**src/hdl/rrdf_pkg.sv**
```systemverilog
// Shared types, constants and codes for the route request duplicate filter.
package rrdf_pkg;

  // Table geometry
  localparam int unsigned TableEntries = 16;
  localparam int unsigned IdxW = (TableEntries > 1) ? $clog2(TableEntries) : 1;
  localparam int unsigned CntW = $clog2(TableEntries + 1);

  // Reset value of the idle limit register (ms)
  localparam logic [31:0] IdleReset = 32'd10000;

  // Result codes
  typedef enum logic [2:0] {
    OUT_INSERTED       = 3'd0,
    OUT_SEQ_UPDATED    = 3'd1,
    OUT_METRIC_UPDATED = 3'd2,
    OUT_REDUNDANT      = 3'd3,
    OUT_FULL           = 3'd4
  } outcome_e;

  // Sequencer states
  typedef enum logic [1:0] {
    ST_IDLE,
    ST_SCAN,
    ST_DECIDE
  } state_e;

  // One table entry (also used to hold the request being processed)
  typedef struct packed {
    logic [63:0] orig_hi;
    logic [63:0] orig_lo;
    logic [63:0] targ_hi;
    logic [63:0] targ_lo;
    logic [7:0]  metric_type;
    logic [7:0]  metric;
    logic [15:0] seqnum;
    logic [31:0] stamp;
  } entry_t;

  // Write controls into the entry store, per field group
  typedef struct packed {
    logic            key_we;
    logic            metric_we;
    logic            seq_we;
    logic            time_we;
    logic [IdxW-1:0] idx;
  } wr_ctl_t;

  // Per-entry verdict of the compare unit
  typedef struct packed {
    logic stale;
    logic hit;
    logic free;
  } cmp_res_t;

endpackage

```
**src/hdl/rrdf_cmp.sv**
```systemverilog
// Shared per-entry compare unit: expiry check, key match and free test.
module rrdf_cmp (
  input  logic               valid_i,
  input  rrdf_pkg::entry_t   entry_i,
  input  rrdf_pkg::entry_t   req_i,
  input  logic [31:0]        now_i,
  input  logic [31:0]        max_idle_i,
  output rrdf_pkg::cmp_res_t res_o
);
  import rrdf_pkg::*;

  logic [32:0] expiry;
  logic        key_eq;

  // Expiry sum keeps its carry, so it never wraps
  assign expiry = {1'b0, entry_i.stamp} + {1'b0, max_idle_i};

  assign key_eq = (entry_i.orig_hi == req_i.orig_hi) &&
                  (entry_i.orig_lo == req_i.orig_lo) &&
                  (entry_i.targ_hi == req_i.targ_hi) &&
                  (entry_i.targ_lo == req_i.targ_lo) &&
                  (entry_i.metric_type == req_i.metric_type);

  // An aged-out entry counts as free and never matches
  always_comb begin
    res_o.stale = valid_i && (expiry < {1'b0, now_i});
    res_o.hit   = valid_i && !res_o.stale && key_eq;
    res_o.free  = !valid_i || res_o.stale;
  end

endmodule

```
**config.mk**
```make
export PLATFORM = sky130hd
export DESIGN_NAME = rrdf_cmp
export DESIGN_NICKNAME = d
export VERILOG_FILES = /design/src/hdl/rrdf_pkg.sv /design/src/hdl/rrdf_cmp.sv
export SDC_FILE = /design/constraint.sdc
export NUM_CORES = 1
export LEC_CHECK = 0
export BUFFER_PORTS_ARGS = -buffer_cell sky130_fd_sc_hd__clkbuf_2
export CAP_MARGIN = 20
export CORE_AREA = 5 5 270 272
export DETAILED_ROUTE_END_ITERATION = 10
export DIE_AREA = 0 0 275 277
export GPL_ROUTABILITY_DRIVEN = 0
export SYNTH_ARGS = -nofsm -noshare
export SYNTH_HDL_FRONTEND = slang
export SYNTH_SLANG_ARGS = --single-unit
export TNS_END_PERCENT = 50
```
**constraint.sdc**
```tcl
create_clock -name vclk -period 10.3
set_clock_uncertainty 0.1 [all_clocks]
set_input_delay 1.03 -clock vclk [all_inputs]
set_output_delay 1.03 -clock vclk [all_outputs]
set_load 0.01 [all_outputs]
```
# Yosys cells after proc, flatten, opt, wreduce, memory -nomap -nowiden
# Index checks and enable logic that the tools add are counted.
# word_totals
reg_bits	0
# classes
n_addsub	1
n_lt_le_gt_ge	1
n_eq_ne	5
n_reduce_logical	10
# op_table
op	n
64-bit == test	4
32-bit by 32-bit adder with 33-bit output	1
33-bit by 32-bit less-than comparator with 1-bit output	1
8-bit == test	1
1-bit logical AND	7
1-bit zero test	2
1-bit logical OR	1

# Longest topological paths before layout
# depth
ltp_word	6
ltp_mapped	20
mapped_depth_nobuf	20

# Least setup slack after synthesis
# No wires, ideal clock.
# synth_timing
kind	input to output
from	in entry_i[0] in the netlist's numbering
to	out res_o[1] in the netlist's numbering
arrival_time_ns	4.417
t_required_ns	9.170
setup_slack_ns	4.753
cell_stages	20
path_buffers	0
path_cell_list	ha_1 > inv_1 > fa_1 > nand2b_1 > a21oi_1 > o21ai_1 > a211oi_2 > o211ai_1 > a31oi_1 > mux2i_1 > o2111ai_1 > ha_1 > nand3_1 > nor3_1 > a221oi_1 > o21ai_0 > o2bb2ai_1 > a211oi_1 > o21ai_1 > and4_1
# synth_lines
item	line	source
from (decl)	rrdf_cmp.sv:4	input rrdf_pkg::entry_t entry_i,
to (decl)	rrdf_cmp.sv:8	output rrdf_pkg::cmp_res_t res_o

==> results.py <==
metrics = {
    "yosys": {
        "synth_compound_area_share_pct": 18.64,
        "synth_xor_area_share_pct": 43.28,
        "synth_top_family_by_area": "XOR/XNOR gates",
        "avgSynthCellArea_um2": 7.497,
        "netlist_area_mm2": 0.005383,
        "yosysSeqAreaShare_pct": 0,
        "synth_nets": 1487,
        "yosysWarnings": 0,
        "yosysUniqueCellTypes": 52,
        "syn_inst": 718,
        "synthMuxAreaShare_pct": 0.1860,
        "synth-simple-area-share_pct": 17.60,
        "synthAdderAreaFrac_pct": 15.02,
    },
    "grt": {
        "grt_pass1_vias": 8139,
        "grt_use_total_pct": 14.23,
        "grt_overflow": 0,
        "antenna_found_initial": 70,
        "grt_max_degree": 11,
        "grt_pass1_wl_um": 72600,
    },
    "layout": {
        "fill_cells": 8246,
        "postLayoutCoreUtil_pct": 13.82,
        "final_cell_mix": "628 x clkbuf_2, 150 x xor2_1, 116 x xnor2_1",
        "area_growth_pct": 81.08,
        "nets": 2114,
        "drive_above_1_share_pct": 47.95,
        "mostFrequentLayoutCell": "clkbuf_2",
        "clockBufferCount": 0,
        "regArea_um2": 0,
        "seq_cell_count": 0,
    },
    "floorplan": {
        "die_x_um": 275,
        "dieArea_mm2": 0.07618,
        "core_region_area_mm2": 0.07051,
        "rows": 98,
        "floorplan.io_pins": 708,
        "start_util_pct": 7.634,
        "die-height_um": 277,
    },
    "routing": {
        "drc": 0,
        "routed_wl_um": 58360,
        "ant_nets": 0,
        "dr_wl_met2_um": 25020,
        "top_layer": "met5",
        "drt_iter0_drc": 352,
        "drt_pass1_iterations": 5,
        "routedWlPerCell_um": 25.20,
        "via_per_inst": 3.504,
        "met3_length_um": 7762,
        "drt-met1-wl_um": 23880,
        "vias": 8115,
    },
    "run": {
        "drv_cap": 0,
    },
    "critical_path": {
        "cp-end-kind": "primary output",
        "worstSetupStartpointType": "input pin",
        "critical_path.max_fanout": 3,
        "worstSetupPathType": "input pin to primary output",
        "required_ns": 9.17,
        "cp.arrival_ns": 5.53,
    },
    "timing": {
        "finalHoldViolCount": 0,
        "setup_viol": 0,
        "tns_ns": 0,
        "finalCriticalPeriod_ns": 6.658,
        "timing.final.crit_share_pct": 64.64,
        "final-max-slew-violation-count": 0,
        "grt_setup_unrepaired": "false",
        "max_freq_mhz": 150.2,
        "slew_headroom_pct": 25.66,
        "worst_pin_slew_ns": 1.105,
        "hold_ws_ns": 2.259,
    },
    "clock_network": {
        "postCtsSetupRepairBufs": 0,
        "postCtsHoldBufs": 0,
        "cts.repair.resized": 0,
    },
    "placement": {
        "dpl.hpwl_um": 56600,
        "portBuffers": 628,
    },
    "min_path": {
        "hold_path_class": "input pin to primary output",
    },
    "status": {
        "outcome": "finished clean",
    },
}
-- path summary, 6_finish.rpt --
kind | startpoint | endpoint | slack [ns] | depth (start not counted)
setup / recovery | entry_i[0] | res_o[1] | 3.64 | 22
hold / removal | valid_i | res_o[0] | 2.26 | 3
-- metal layers --
metal | vias to the layer above | track usage [%]
met4 | 38 | 3.552
met5 | - | 0
li1 | 3851 | -
met2 | 524 | 22.09
met1 | 3604 | 17.00
met3 | 98 | 8.014
-- metrics by stage --
stage	std cells	setup WS (ns)	area [um2]
floorplan	718	4.753	5383
global placement	2293	3.590	9689
detailed placement	2293	3.557	9689
CTS	2293	3.540	9689
global route	2304	3.219	9717
finish	2316	3.642	9747
-- layout make-up --
cell class | count | area [um2] | area share [%]
Inverter | 67 | 251.5 | 2.580
Antenna cell | 23 | 57.56 | 0.5905
Timing Repair Buffer | 629 | 3151 | 32.32
Multi-Input combinational cell | 647 | 5099 | 52.31
Tap cell | 950 | 1189 | 12.20
-- Yosys cell counts, types with 3 or more instances --
master       n  area (um2)
a211oi_1     5       37.54
nor4_1      45       281.5
xnor2_1    116        1016
nor2_1      19       71.32
o21ai_1      5       25.02
a21oi_2      3       26.28
o211ai_1     5       37.54
ha_1        63       788.3
nand2_1     31       116.4
inv_1       67       251.5
a21oi_1     42       210.2
nor3_1       5       25.02
a21o_1      17       127.6
nand3_1     12       60.06
o22ai_1      8       50.05
xor2_1     150        1314
o21ai_0     16       80.08
o2bb2ai_1    9       78.83
nand2b_1     4       25.02
a221oi_1     9       78.83
nand4_1     43       269.0
and4_1       3       26.28
nor2b_1      4       25.02
-- worst max-delay path, cell delays in order --
cell	delay (ns)
clkbuf_2	0.10
ha_1	0.19
inv_1	0.06
fa_1	0.39
nand2b_1	0.18
a21oi_1	0.33
o21ai_1	0.21
a211oi_2	0.39
o211ai_1	0.20
a31oi_1	0.34
mux2i_1	0.22
o2111ai_1	0.15
ha_1	0.31
nand3_1	0.10
nor3_1	0.07
a221oi_1	0.25
o21ai_0	0.14
o2bb2ai_1	0.14
a211oi_1	0.20
o21ai_1	0.18
and4_1	0.22
clkbuf_2	0.12
-- cells by family (layout without fill, tap and decap cells) --
family	count (synthesis)	count (layout)
xor+xnor	266	266
simple gates	172	172
compound gates	144	144
buf+inv	71	696
fa+ha+maj	64	64
mux	1	1
other cells	0	23
